$ cat src/rtl/gdc_pkg.sv
`default_nettype none

package gdc_pkg;

  // largest year that passes the range check
  localparam int unsigned MAX_YEAR = 9999;

  // operand width of the shared divide unit
  localparam int unsigned OPW = 16;

  // reciprocal constants, exact for operands below 43690
  localparam logic [OPW-1:0] RECIP_100 = 16'd5243;
  localparam int unsigned    SHIFT_100 = 19;
  localparam logic [OPW-1:0] RECIP_7   = 16'd37450;
  localparam int unsigned    SHIFT_7   = 18;

  typedef struct packed {
    logic [4:0]  day_in;
    logic [3:0]  month_in;
    logic [13:0] year_in;
  } gdc_in_t;

  typedef struct packed {
    logic        date_replaced;
    logic [4:0]  month_length;
    logic        day_fits;
    logic [21:0] day_number;
    logic [2:0]  weekday;
    logic [8:0]  days_to_friday13;
  } gdc_out_t;

  typedef enum logic {
    DIV_BY_100,
    DIV_BY_7
  } gdc_div_op_e;

  typedef struct packed {
    gdc_div_op_e    op;
    logic [OPW-1:0] operand;
  } gdc_div_req_t;

  typedef enum logic [2:0] {
    ST_IDLE,
    ST_DIV,
    ST_WD,
    ST_WD_CAP,
    ST_W13_CAP,
    ST_SEARCH,
    ST_DONE
  } gdc_state_e;

  // days in month m, zero for month 0 and anything past december
  function automatic logic [4:0] month_len(input logic [3:0] m, input logic leap);
    logic [4:0] len;
    case (m)
      4'd1, 4'd3, 4'd5, 4'd7, 4'd8, 4'd10, 4'd12: len = 5'd31;
      4'd4, 4'd6, 4'd9, 4'd11:                    len = 5'd30;
      4'd2:                                        len = leap ? 5'd29 : 5'd28;
      default:                                     len = 5'd0;
    endcase
    return len;
  endfunction

  // common-year days in the months before m
  function automatic logic [8:0] days_before(input logic [3:0] m);
    logic [8:0] d;
    case (m)
      4'd2:    d = 9'd31;
      4'd3:    d = 9'd59;
      4'd4:    d = 9'd90;
      4'd5:    d = 9'd120;
      4'd6:    d = 9'd151;
      4'd7:    d = 9'd181;
      4'd8:    d = 9'd212;
      4'd9:    d = 9'd243;
      4'd10:   d = 9'd273;
      4'd11:   d = 9'd304;
      4'd12:   d = 9'd334;
      default: d = 9'd0;
    endcase
    return d;
  endfunction

  // 31*m/12 with march counted as month one, jan and feb as 11 and 12
  function automatic logic [5:0] march_offset(input logic [3:0] m);
    logic [5:0] r;
    case (m)
      4'd0:    r = 6'd25;
      4'd1:    r = 6'd28;
      4'd2:    r = 6'd31;
      4'd3:    r = 6'd2;
      4'd4:    r = 6'd5;
      4'd5:    r = 6'd7;
      4'd6:    r = 6'd10;
      4'd7:    r = 6'd12;
      4'd8:    r = 6'd15;
      4'd9:    r = 6'd18;
      4'd10:   r = 6'd20;
      4'd11:   r = 6'd23;
      4'd12:   r = 6'd25;
      default: r = 6'd0;
    endcase
    return r;
  endfunction

  // weekday advance from this month's 13th to the next month's 13th
  // month 0 is weighed as the december before january
  function automatic logic [2:0] step13(input logic [3:0] m, input logic leap);
    logic [2:0] s;
    if (m == 4'd0) begin
      s = 3'd3;
    end else begin
      case (month_len(m, leap))
        5'd29:   s = 3'd1;
        5'd30:   s = 3'd2;
        5'd31:   s = 3'd3;
        default: s = 3'd0;
      endcase
    end
    return s;
  endfunction

  function automatic logic [2:0] add_mod7(input logic [2:0] a, input logic [2:0] b);
    logic [3:0] s;
    s = {1'b0, a} + {1'b0, b};
    if (s >= 4'd7) begin
      s = s - 4'd7;
    end
    return s[2:0];
  endfunction

endpackage

`default_nettype wire

$ cat src/rtl/gdc_div_unit.sv
`default_nettype none

// shared divide by a constant: reciprocal multiply, quotient registered
module gdc_div_unit (
  input  wire logic                      clk_i,
  input  wire gdc_pkg::gdc_div_req_t     req_i,
  output logic [gdc_pkg::OPW-1:0]        quot_o
);

  logic [2*gdc_pkg::OPW-1:0] prod;
  logic [gdc_pkg::OPW-1:0]   quot_d;
  logic [gdc_pkg::OPW-1:0]   quot_q;

  always_comb begin
    case (req_i.op)
      gdc_pkg::DIV_BY_100: begin
        prod   = req_i.operand * gdc_pkg::RECIP_100;
        quot_d = gdc_pkg::OPW'(prod >> gdc_pkg::SHIFT_100);
      end
      gdc_pkg::DIV_BY_7: begin
        prod   = req_i.operand * gdc_pkg::RECIP_7;
        quot_d = gdc_pkg::OPW'(prod >> gdc_pkg::SHIFT_7);
      end
      default: begin
        prod   = '0;
        quot_d = '0;
      end
    endcase
  end

  always_ff @(posedge clk_i) begin
    quot_q <= quot_d;
  end

  assign quot_o = quot_q;

endmodule

`default_nettype wire

$ cat src/rtl/gregorian_date_calculator.sv
`default_nettype none

// channel | direction | handshake                | payload
// --------+-----------+--------------------------+----------------------------
// in      | input     | in_valid_i / in_stall_o  | in_req_i  (day, month, year)
// out     | output    | out_valid_o / out_stall_i| out_req_o (six result fields)
//
// one request runs the divide-by-100 passes over four years, then the weekday and
// the weekday of the 13th, then the friday search over 1 to 14 months, then the
// load of the output register, which waits while a held result is stalled
// in_stall_o is high from acceptance until the result sits in the output register
// a stalled result holds in the output register while the next request is taken
// reset clears the sequencer and the output valid, no payload register is reset
module gregorian_date_calculator (
  input  wire logic             clk_i,
  input  wire logic             rst_ni,
  input  wire logic             in_valid_i,
  output logic                  in_stall_o,
  input  wire gdc_pkg::gdc_in_t in_req_i,
  output logic                  out_valid_o,
  input  wire logic             out_stall_i,
  output gdc_pkg::gdc_out_t     out_req_o
);

  gdc_pkg::gdc_state_e state_q, state_d;
  logic [2:0]  cnt_q, cnt_d;

  // date in use, after the range check
  logic [4:0]  day_q, day_d;
  logic [3:0]  month_q, month_d;
  logic [13:0] year_q, year_d;
  logic        repl_q, repl_d;

  // quotient by 100 and divisibility by 100 of year-1 .. year+2
  logic [7:0]  q_q [4];
  logic [7:0]  q_d [4];
  logic [3:0]  ex_q, ex_d;
  logic [3:0]  leap;

  logic [2:0]  wd_q, wd_d;
  logic [21:0] dnum_q, dnum_d;

  // friday search: weekday of the 13th, day sum, month and year index
  logic [2:0]  w_q, w_d;
  logic [9:0]  sum_q, sum_d;
  logic [3:0]  sm_q, sm_d;
  logic [1:0]  sidx_q, sidx_d;

  gdc_pkg::gdc_out_t out_q, out_d;
  logic              out_valid_q, out_valid_d;

  gdc_pkg::gdc_div_req_t       div_req;
  logic [gdc_pkg::OPW-1:0]     div_quot;

  logic        in_take;
  logic        bad_date;
  logic [1:0]  cap_idx;
  logic [15:0] cap_year;
  logic        early;       // january, february or month 0
  logic [15:0] yp;          // year the weekday and leap count run on
  logic [7:0]  qp;
  logic [15:0] leap_cnt;
  logic [15:0] wd_total;
  logic [15:0] op13_next, op13;
  logic [23:0] dbase;
  logic [4:0]  cur_len;
  logic [4:0]  s_len;
  logic [10:0] dist_s;
  logic [10:0] dist_a;

  gdc_div_unit u_div (
    .clk_i  (clk_i),
    .req_i  (div_req),
    .quot_o (div_quot)
  );

  function automatic logic [15:0] year_at(input logic [13:0] y, input logic [1:0] idx);
    return {2'b00, y} - 16'd1 + {14'd0, idx};
  endfunction

  assign in_stall_o = (state_q != gdc_pkg::ST_IDLE);
  assign in_take    = in_valid_i && !in_stall_o;

  assign bad_date = (in_req_i.month_in > 4'd12) || (in_req_i.year_in == 14'd0) ||
                    ({2'b00, in_req_i.year_in} > 16'(gdc_pkg::MAX_YEAR));

  // leap flags for the four years around the date
  always_comb begin
    for (int i = 0; i < 4; i++) begin
      logic [15:0] yv;
      yv      = year_at(year_q, 2'(i));
      leap[i] = ((yv[1:0] == 2'b00) && !ex_q[i]) || (ex_q[i] && (q_q[i][1:0] == 2'b00));
    end
  end

  // weekday sum and leap-day count share the shifted year
  assign early    = (month_q < 4'd3);
  assign yp       = early ? year_at(year_q, 2'd0) : year_at(year_q, 2'd1);
  assign qp       = early ? q_q[0] : q_q[1];
  assign leap_cnt = (yp >> 2) - {8'd0, qp} + {10'd0, qp[7:2]};
  assign wd_total = {11'd0, day_q} + {10'd0, gdc_pkg::march_offset(month_q)} + yp + leap_cnt;
  assign dbase    = {10'd0, year_q} * 24'd365 + {19'd0, day_q} +
                    {15'd0, gdc_pkg::days_before(month_q)} + {8'd0, leap_cnt};

  assign cap_idx  = 2'(cnt_q - 3'd1);
  assign cap_year = year_at(year_q, cap_idx);
  assign cur_len  = gdc_pkg::month_len(month_q, leap[1]);
  assign s_len    = gdc_pkg::month_len(sm_q, leap[sidx_q]);
  assign op13     = {13'd0, wd_q} + 16'd34 - {11'd0, day_q};

  // distance is reported by magnitude, month 0 can make it negative
  assign dist_s   = {1'b0, sum_q} + 11'd13 - {6'd0, day_q};
  assign dist_a   = dist_s[10] ? (11'd0 - dist_s) : dist_s;

  always_comb begin
    state_d     = state_q;
    cnt_d       = cnt_q;
    day_d       = day_q;
    month_d     = month_q;
    year_d      = year_q;
    repl_d      = repl_q;
    ex_d        = ex_q;
    wd_d        = wd_q;
    dnum_d      = dnum_q;
    w_d         = w_q;
    sum_d       = sum_q;
    sm_d        = sm_q;
    sidx_d      = sidx_q;
    out_d       = out_q;
    out_valid_d = out_valid_q;
    op13_next   = op13;
    for (int i = 0; i < 4; i++) begin
      q_d[i] = q_q[i];
    end
    div_req.op      = gdc_pkg::DIV_BY_100;
    div_req.operand = '0;

    if (out_valid_q && !out_stall_i) begin
      out_valid_d = 1'b0;
    end

    case (state_q)
      gdc_pkg::ST_IDLE: begin
        if (in_take) begin
          if (bad_date) begin
            day_d   = 5'd1;
            month_d = 4'd1;
            year_d  = 14'd1;
          end else begin
            day_d   = in_req_i.day_in;
            month_d = in_req_i.month_in;
            year_d  = in_req_i.year_in;
          end
          repl_d  = bad_date;
          cnt_d   = 3'd0;
          state_d = gdc_pkg::ST_DIV;
        end
      end

      // issue year-1+cnt, capture the quotient issued in the previous cycle
      gdc_pkg::ST_DIV: begin
        div_req.op      = gdc_pkg::DIV_BY_100;
        div_req.operand = year_at(year_q, cnt_q[1:0]);
        if (cnt_q != 3'd0) begin
          q_d[cap_idx]  = div_quot[7:0];
          ex_d[cap_idx] = (div_quot * 16'd100) == cap_year;
        end
        if (cnt_q == 3'd4) begin
          state_d = gdc_pkg::ST_WD;
        end
        cnt_d = cnt_q + 3'd1;
      end

      gdc_pkg::ST_WD: begin
        div_req.op      = gdc_pkg::DIV_BY_7;
        div_req.operand = wd_total;
        state_d         = gdc_pkg::ST_WD_CAP;
      end

      gdc_pkg::ST_WD_CAP: begin
        wd_d = 3'(wd_total - div_quot * 16'd7);
        if (dbase < 24'd366) begin
          dnum_d = '0;
        end else begin
          dnum_d = 22'(dbase - 24'd366);
        end
        // weekday of this month's 13th
        op13_next       = {13'd0, wd_d} + 16'd34 - {11'd0, day_q};
        div_req.op      = gdc_pkg::DIV_BY_7;
        div_req.operand = op13_next;
        state_d         = gdc_pkg::ST_W13_CAP;
      end

      gdc_pkg::ST_W13_CAP: begin
        w_d    = 3'(op13 - div_quot * 16'd7);
        sidx_d = 2'd1;
        if (day_q > 5'd13) begin
          // this month's 13th is past, start with the next month
          sum_d = {5'd0, cur_len};
          w_d   = gdc_pkg::add_mod7(w_d, gdc_pkg::step13(month_q, leap[1]));
          if (month_q >= 4'd12) begin
            sm_d   = 4'd1;
            sidx_d = 2'd2;
          end else begin
            sm_d = month_q + 4'd1;
          end
        end else begin
          sum_d = '0;
          sm_d  = month_q;
        end
        state_d = gdc_pkg::ST_SEARCH;
      end

      gdc_pkg::ST_SEARCH: begin
        if (w_q == 3'd5) begin
          state_d = gdc_pkg::ST_DONE;
        end else begin
          sum_d = sum_q + {5'd0, s_len};
          w_d   = gdc_pkg::add_mod7(w_q, gdc_pkg::step13(sm_q, leap[sidx_q]));
          if (sm_q >= 4'd12) begin
            sm_d = 4'd1;
            if (sidx_q != 2'd3) begin
              sidx_d = sidx_q + 2'd1;
            end
          end else begin
            sm_d = sm_q + 4'd1;
          end
        end
      end

      gdc_pkg::ST_DONE: begin
        if (!out_valid_q || !out_stall_i) begin
          out_d.date_replaced    = repl_q;
          out_d.month_length     = cur_len;
          out_d.day_fits         = (day_q <= cur_len);
          out_d.day_number       = dnum_q;
          out_d.weekday          = wd_q;
          out_d.days_to_friday13 = dist_a[8:0];
          out_valid_d            = 1'b1;
          state_d                = gdc_pkg::ST_IDLE;
        end
      end

      default: begin
        state_d = gdc_pkg::ST_IDLE;
      end
    endcase
  end

  always_ff @(posedge clk_i or negedge rst_ni) begin
    if (!rst_ni) begin
      state_q     <= gdc_pkg::ST_IDLE;
      cnt_q       <= '0;
      out_valid_q <= 1'b0;
    end else begin
      state_q     <= state_d;
      cnt_q       <= cnt_d;
      out_valid_q <= out_valid_d;
    end
  end

  always_ff @(posedge clk_i) begin
    day_q   <= day_d;
    month_q <= month_d;
    year_q  <= year_d;
    repl_q  <= repl_d;
    ex_q    <= ex_d;
    wd_q    <= wd_d;
    dnum_q  <= dnum_d;
    w_q     <= w_d;
    sum_q   <= sum_d;
    sm_q    <= sm_d;
    sidx_q  <= sidx_d;
    out_q   <= out_d;
    for (int i = 0; i < 4; i++) begin
      q_q[i] <= q_d[i];
    end
  end

  assign out_valid_o = out_valid_q;
  assign out_req_o   = out_q;

endmodule

`default_nettype wire
$ cat config.mk
export PLATFORM = sky130hd
export DESIGN_NAME = gregorian_date_calculator
export DESIGN_NICKNAME = d
export VERILOG_FILES = /design/src/rtl/gdc_pkg.sv /design/src/rtl/gdc_div_unit.sv /design/src/rtl/gregorian_date_calculator.sv
export SDC_FILE = /design/constraint.sdc
export NUM_CORES = 1
export LEC_CHECK = 0
export BUFFER_PORTS_ARGS = -buffer_cell sky130_fd_sc_hd__buf_2
export CAP_MARGIN = 20
export CORE_AREA = 2 2 279 281
export CTS_CLUSTER_DIAMETER = 100
export CTS_CLUSTER_SIZE = 40
export DETAILED_ROUTE_END_ITERATION = 10
export DIE_AREA = 0 0 281 283
export PLACE_DENSITY_LB_ADDON = 0.15
export SLEW_MARGIN = 10
export SYNTH_ARGS = -nofsm -noshare
export SYNTH_HDL_FRONTEND = slang
export SYNTH_SLANG_ARGS = --single-unit
$ cat constraint.sdc
create_clock -name clk_i -period 13.8 [get_ports clk_i]
set_input_delay 2.76 -clock clk_i [delete_from_list [all_inputs] [get_ports clk_i]]
set_output_delay 2.76 -clock clk_i [all_outputs]
set_load 0.02 [all_outputs]
### Word-level counts from Yosys, hierarchy flattened

Memories as Yosys holds them, arrays and structs flattened. A register that Yosys moved wholly into a read port is not among the register bits.
Cells that the tools add are included.

* flip-flop bits (word level): 136
* latch bits: 0
* memory bits (writable): 32
* ROM bits: 224
* bits of input ports: 27
* output and inout port bits: 43
* memories kept: 3

* add/subtract/negate cells: 34
* $mul: 5
* div/mod/pow operators: 0
* order comparisons: 15
* equality and inequality tests: 47
* shifts and indexed selects: 0
* mux-type cells: 66
* bitwise gates (word level): 2
* reduce and logical (&&, ||, !) cells: 53

Memories
* (name not given): words 16, width 9, rd ports 1, clocked after Yosys merged registers in 1, wr ports 0, line gdc_pkg.sv:67 `case (m)`
* (name not given): words 16, width 5, rd ports 1, clocked after Yosys merged registers in 1, wr ports 0, line gdc_pkg.sv:87 `case (m)`
* q_q: words 4, width 8, rd ports 4, clocked after Yosys merged registers in 0, wr ports 4, line gregorian_date_calculator.sv:35 `logic [7:0] q_q [4];`

Operators by type and width (number)
* $mux W32: 2
* $pmux W17 S3: 1
* $eq A4 B4 Y1 const B: 10
* $mux W3: 13
* $mux W5: 7
* $bwmux W32: 1
* $eq A4 B3 Y1 const B: 8
* $mux W4: 8
* $pmux W16 S2: 1
* $mul A16 B15 Y31 const B: 1
* $eq A5 B5 Y1 const B: 6
* $pmux W5 S3: 2
* $mul A16 B13 Y29 const B: 1
* $add A23 B5 Y24: 1
* $add A24 B16 Y24: 1
* $add A24 B9 Y24: 1
* $lt A24 B9 Y1 const B: 1
* $mul A14 B9 Y23 const B: 1
* $sub A22 B9 Y22 const B: 1
* $pmux W3 S7: 1
* $pmux W10 S2: 1
* $add A15 B3 Y16: 1
* $add A15 B7 Y16: 1
* $add A16 B1 Y16 const B: 1
* 70 further kinds: 150

### Longest topological paths before layout

* depth after elaboration: 22
* gate-level depth with buffers: 51
* depth with buffers taken out: 50

### Modules after synthesis

A second synthesis with hierarchy kept.

* cell total of the unflattened synthesis: 2477
* area total of the unflattened synthesis: 23546.3 um^2

Modules (own cells, without submodules)
* gregorian_date_calculator: times used 1, cells an instance 1722, area each 16315.6 um^2, seq. area each 4389.2 um^2
* gdc_div_unit: times used 1, cells an instance 755, area each 7230.7 um^2, seq. area each 280.3 um^2

### Worst setup path before layout

No wires, ideal clock.

* path type: register to register
* start point: reg year_q[0]
* end point: reg u_div.quot_q, in the netlist u_div.quot_o[12]
* setup time: 0.062 ns
* data arrival time: 11.431 ns
* required time: 13.738 ns
* path slack: 2.307 ns
* stages on the path, launching flop included: 47
* buffers on the path: 0
* cells stage by stage: edfxtp_1 inv_1 ha_1 nor3_1 nor2b_1 xnor2_1 inv_1 fa_1 nor2b_1 o21ai_0 a21boi_0 nor2_1 ha_1 a21oi_1 o21bai_1 nand4b_1 or4_1 o22ai_2 [... 11 more ...] ha_1 ha_1 ha_1 fa_1 fa_1 inv_1 fa_1 inv_1 ha_1 o21a_1 o21a_1 nor3_1 o21bai_1 nand2_1 o221ai_1 nand4_1 a2111o_1 nand3_1

* word-level cells in the longest chain between the ends: 12

RTL lines
* start: declaration: line gregorian_date_calculator.sv:31 `logic [13:0] year_q, year_d;`
* start signal: assignment: line gregorian_date_calculator.sv:265 `year_q <= year_d;`
* $sub A14 B1 Y15 *: line gregorian_date_calculator.sv:78 `return {2'b00, y} - 16'd1 + {14'd0, idx};`
* $add A16 B1 Y16: line gregorian_date_calculator.sv:78
* $mux W16: line gregorian_date_calculator.sv:98 `assign yp = early ? year_at(year_q, 2'd0) : year_at(year_q, 2'd1);`
* $sub A14 B8 Y15: line gregorian_date_calculator.sv:100 `assign leap_cnt = (yp >> 2) - {8'd0, qp} + {10'd0, qp[7:2]};`
* $add A15 B7 Y16: line gregorian_date_calculator.sv:100
* $add A16 B16 Y16: line gregorian_date_calculator.sv:101 `assign wd_total = {11'd0, day_q} + {10'd0, gdc_pkg::march_offset(month_q)} + yp + leap_cnt;`
* $sub A3 B3 Y3: line gregorian_date_calculator.sv:181 `wd_d = 3'(wd_total - div_quot * 16'd7);`
* $add A3 B6 Y7: line gregorian_date_calculator.sv:188 `op13_next = {13'd0, wd_d} + 16'd34 - {11'd0, day_q};`
* $sub A7 B5 Y8: line gregorian_date_calculator.sv:188
* $pmux W17 S3 *: line gregorian_date_calculator.sv:142 `case (state_q)`
* $mul A16 B15 Y31 *: line gdc_div_unit.sv:21 `prod = req_i.operand * gdc_pkg::RECIP_7;`
* $pmux W16 S2 *: line gdc_div_unit.sv:15 `case (req_i.op)`
* end signal: assignment: line gdc_div_unit.sv:32 `quot_q <= quot_d;`
* end: declaration: line gdc_div_unit.sv:12 `logic [gdc_pkg::OPW-1:0] quot_q;`

Mark *: on every way between the ends. The rest lies on a longest branch, timed or not. The select of a mux whose other input is x is not followed.
A chain may end at the register's enable or synchronous reset.

### Worst setup path in the final report

Ends and elaborated chain as after synthesis.

==> results.yml <==
run_status:
  status: "completed"
critical_path:
  r2r_end: "u_div.quot_o[12]$_SDFF_PN0_"
  crit_buf_inv: 4
  critPathArrivalTime_ns: 13.10
  critPathKind: "flip-flop to flip-flop"
  start_kind: "flip-flop"
  crit_path_max_incr_delay_ns: 0.55
  rr_worst_depth: 46
  reg2reg_from: "year_q[0]$_SDFFCE_PP1P_"
  critical-path-slowest-cell: "fa_1"
  cp-end-kind: "flip-flop"
  crit_required_ns: 14.22
  regToRegSetupSlack_ns: 1.12
  cp_max_fo: 9
  crit_path_frequent_cell: "ha_1"
  path_delay_family: "adder cells"
timing:
  finalCritPeriodShare_pct: 91.9
  final_max_slew_viol_count: 0
  hold_ws_ns: 0.416
  slew_headroom_pct: 30.8
  hold_viol_final: 0
  fin_ws_ns: 1.12
  fmax_ghz: 0.0789
  tightest_slew_ns: 1.04
  rsz0062_at_grt: "false"
  min_period_ns: 12.68
  setup_tns_ns: 0
  setup_viol: 0
  skew_ns: 0.0280
job:
  maxCapViolations: 0
hold_path:
  holdPathStages: 0
  hp-start: "dnum_q[11]$_SDFFCE_PN0N_"
  hold-path-endpoint: "out_req_o[23]$_DFFE_PP_"
  hold_path.class: "flip-flop to flip-flop"
floorplanning:
  die_width_um: 281
  rows: 102
  ioPinCount: 70
  start_util_pct: 30.7
  die_area_sq_mm: 0.0795
  die_h_um: 283
  core_area_sq_mm: 0.0767
placement:
  place_hpwl_um: 51600
  postPlaceCellArea_sq_mm: 0.0253
  place.port_buffers: 69
  globalplace.congestion: 0.849
  dpl_worst_slack_ns: 0.646
cts:
  clk_pin_slew_ns: 0.08
  cts_buffer_depth: 2
  cts.sinks: 166
  root_buffer: "clkbuf_16"
  cts_tree: "built"
  htreeDepth: 4
  cts_inserted_buffers: 17
  clk_latency_ns: 0.49
global_routing:
  gr-usage-all-layers_pct: 15.6
  use_met1_pct: 20.8
  grt_start_max_net_pins: 40
  grt_use_met2_pct: 26.8
  met3_usage_pct: 2.05
  top_usage_layer: "met2"
  grt_overflow_total: 0
  grt_pass1_vias: 17692
  grt_pass1_wl_um: 96400
  antenna_found_initial: 0
layout:
  drive_above_1_share_pct: 6.93
  stdcell_area_sq_mm: 0.0259
  nFillCells: 7855
  synthToLayoutAreaGrowth_pct: 9.74
  nets: 3220
drt:
  drt_iter0_drc: 690
  wl_per_cell_um: 16.8
  viasPerCell: 4.70
  drtPass1Iterations: 5
  routed_wl_um: 60300
  vias: 16875
  drt.antenna.violating_nets: 0
  drc: 0
logic_synthesis:
  synthArstFlopShare_pct: 4.22
  synth_top_area_share_pct: 23.3
  synth_fa_ha_area_share_pct: 41.4
  synth_seq_cells: 166
  synth_area_leader_cell: "ha_1"
  synth_cell_types: 92
  synth_most_common_cell: "inv_1"
  synth-simple-area-share_pct: 10.3
  synthMuxAreaShare_pct: 1.41
  ys_top_cells_by_count: "inv_1 (534), ha_1 (440), fa_1 (213), edfxtp_1 (131), nor2_1 (125)"
  synthesis.area_sq_mm: 0.0236
  ys.flop_type: "edfxtp_1"
  ys_warn_count: 0
  synth-edff-count: 131
  synth.avg_cell_area_sq_um: 9.55
  synth_compound_gate_area_share_pct: 11.1
  syn-num-nets: 3149
  synth_top_family_by_area: "adder cells"
  synth_xor_area_share_pct: 6.71
  synthCells: 2469
  ys_seq_area_share_pct: 19.8
  yosys-top-cells-area: "ha_1 (23%), fa_1 (18%), edfxtp_1 (17%)"
[final cells by class]
cell class | instances | area, sq um | area share, %
inverter | 535 | 2010 | 7.76
clock buffer | 17 | 425 | 1.64
tap | 1040 | 1300 | 5.03
timing repair buffer | 91 | 508 | 1.96
clock inverter | 15 | 181 | 0.701
multi-input combinational | 1729 | 16800 | 64.9
antenna | 1 | 2.50 | 0.00967
sequential | 166 | 4670 | 18.0
[layout by cell type, fill, tap and decap left out, types with 14 or more instances in the layout]
master	count
fa_1	213
nand3_1	38
xnor2_1	119
nor4_1	14
dfxtp_1	28
buf_4	21
a21o_1	35
edfxtp_1	131
o21ai_0	74
nor3_1	41
a21oi_1	104
xor2_1	57
mux2i_1	23
nor2b_1	21
o21bai_1	23
buf_2	69
clkbuf_16	17
and2_1	34
o21a_1	16
nor2_1	125
inv_1	534
ha_1	440
nand2_1	90
[worst max path at each step]
stage	start	end	depth (start not counted)
final	year_q[0]$_SDFFCE_PP1P_	u_div.quot_o[12]$_SDFF_PN0_	46
after global routing	year_q[0]$_SDFFCE_PP1P_	u_div.quot_o[4]$_DFF_P_	45
after CTS	month_q[0]$_SDFFCE_PP1P_	u_div.quot_o[8]$_DFF_P_	41
after detailed placement	month_q[0]$_SDFFCE_PP1P_	u_div.quot_o[8]$_DFF_P_	41
after global placement	month_q[0]$_SDFFCE_PP1P_	u_div.quot_o[8]$_DFF_P_	41
after floorplan	year_q[0]$_SDFFCE_PP1P_	u_div.quot_o[12]$_SDFF_PN0_	46
[sequential cells by signal, indices dropped and copies added (netlist names), 5 cells and up, named ones only]
register	count
dnum_q	22
year_q	14
sum_q	10
u_div.quot_o	14
out_req_o	39
day_q	5
q_q	20
[logic make-up after synthesis]
family | after synthesis
AOI/OAI and AO/OA | 395
xor gates and xnor gates | 178
adders and majority gates | 653
buffers and inverters | 574
DFF | 166
muxes | 31
and+or+nand+nor | 472
[through the flow]
stage | util [%] | std cells
floorplan | - | 2469
global placement | 32.9 | 3560
detailed placement | 32.9 | 3560
CTS | 33.7 | 3592
global route | 33.7 | 3593
finish | 33.7 | 3594
[layer usage]
layer	up-vias	part of all wire, %
met2	194	49
met1	8254	47
met3	33	2.6
li1	8394	-
met4	0	1.2
met5	-	0
[what timing repair did]
action	CTS	global route
setup endpoints to repair	0	8
setup buffers	0	0
hold buffers	0	0
gates resized for setup	0	2
Power is not shown: default switching activity piles up to over one toggle a cycle in this logic, so the estimate is an artifact.
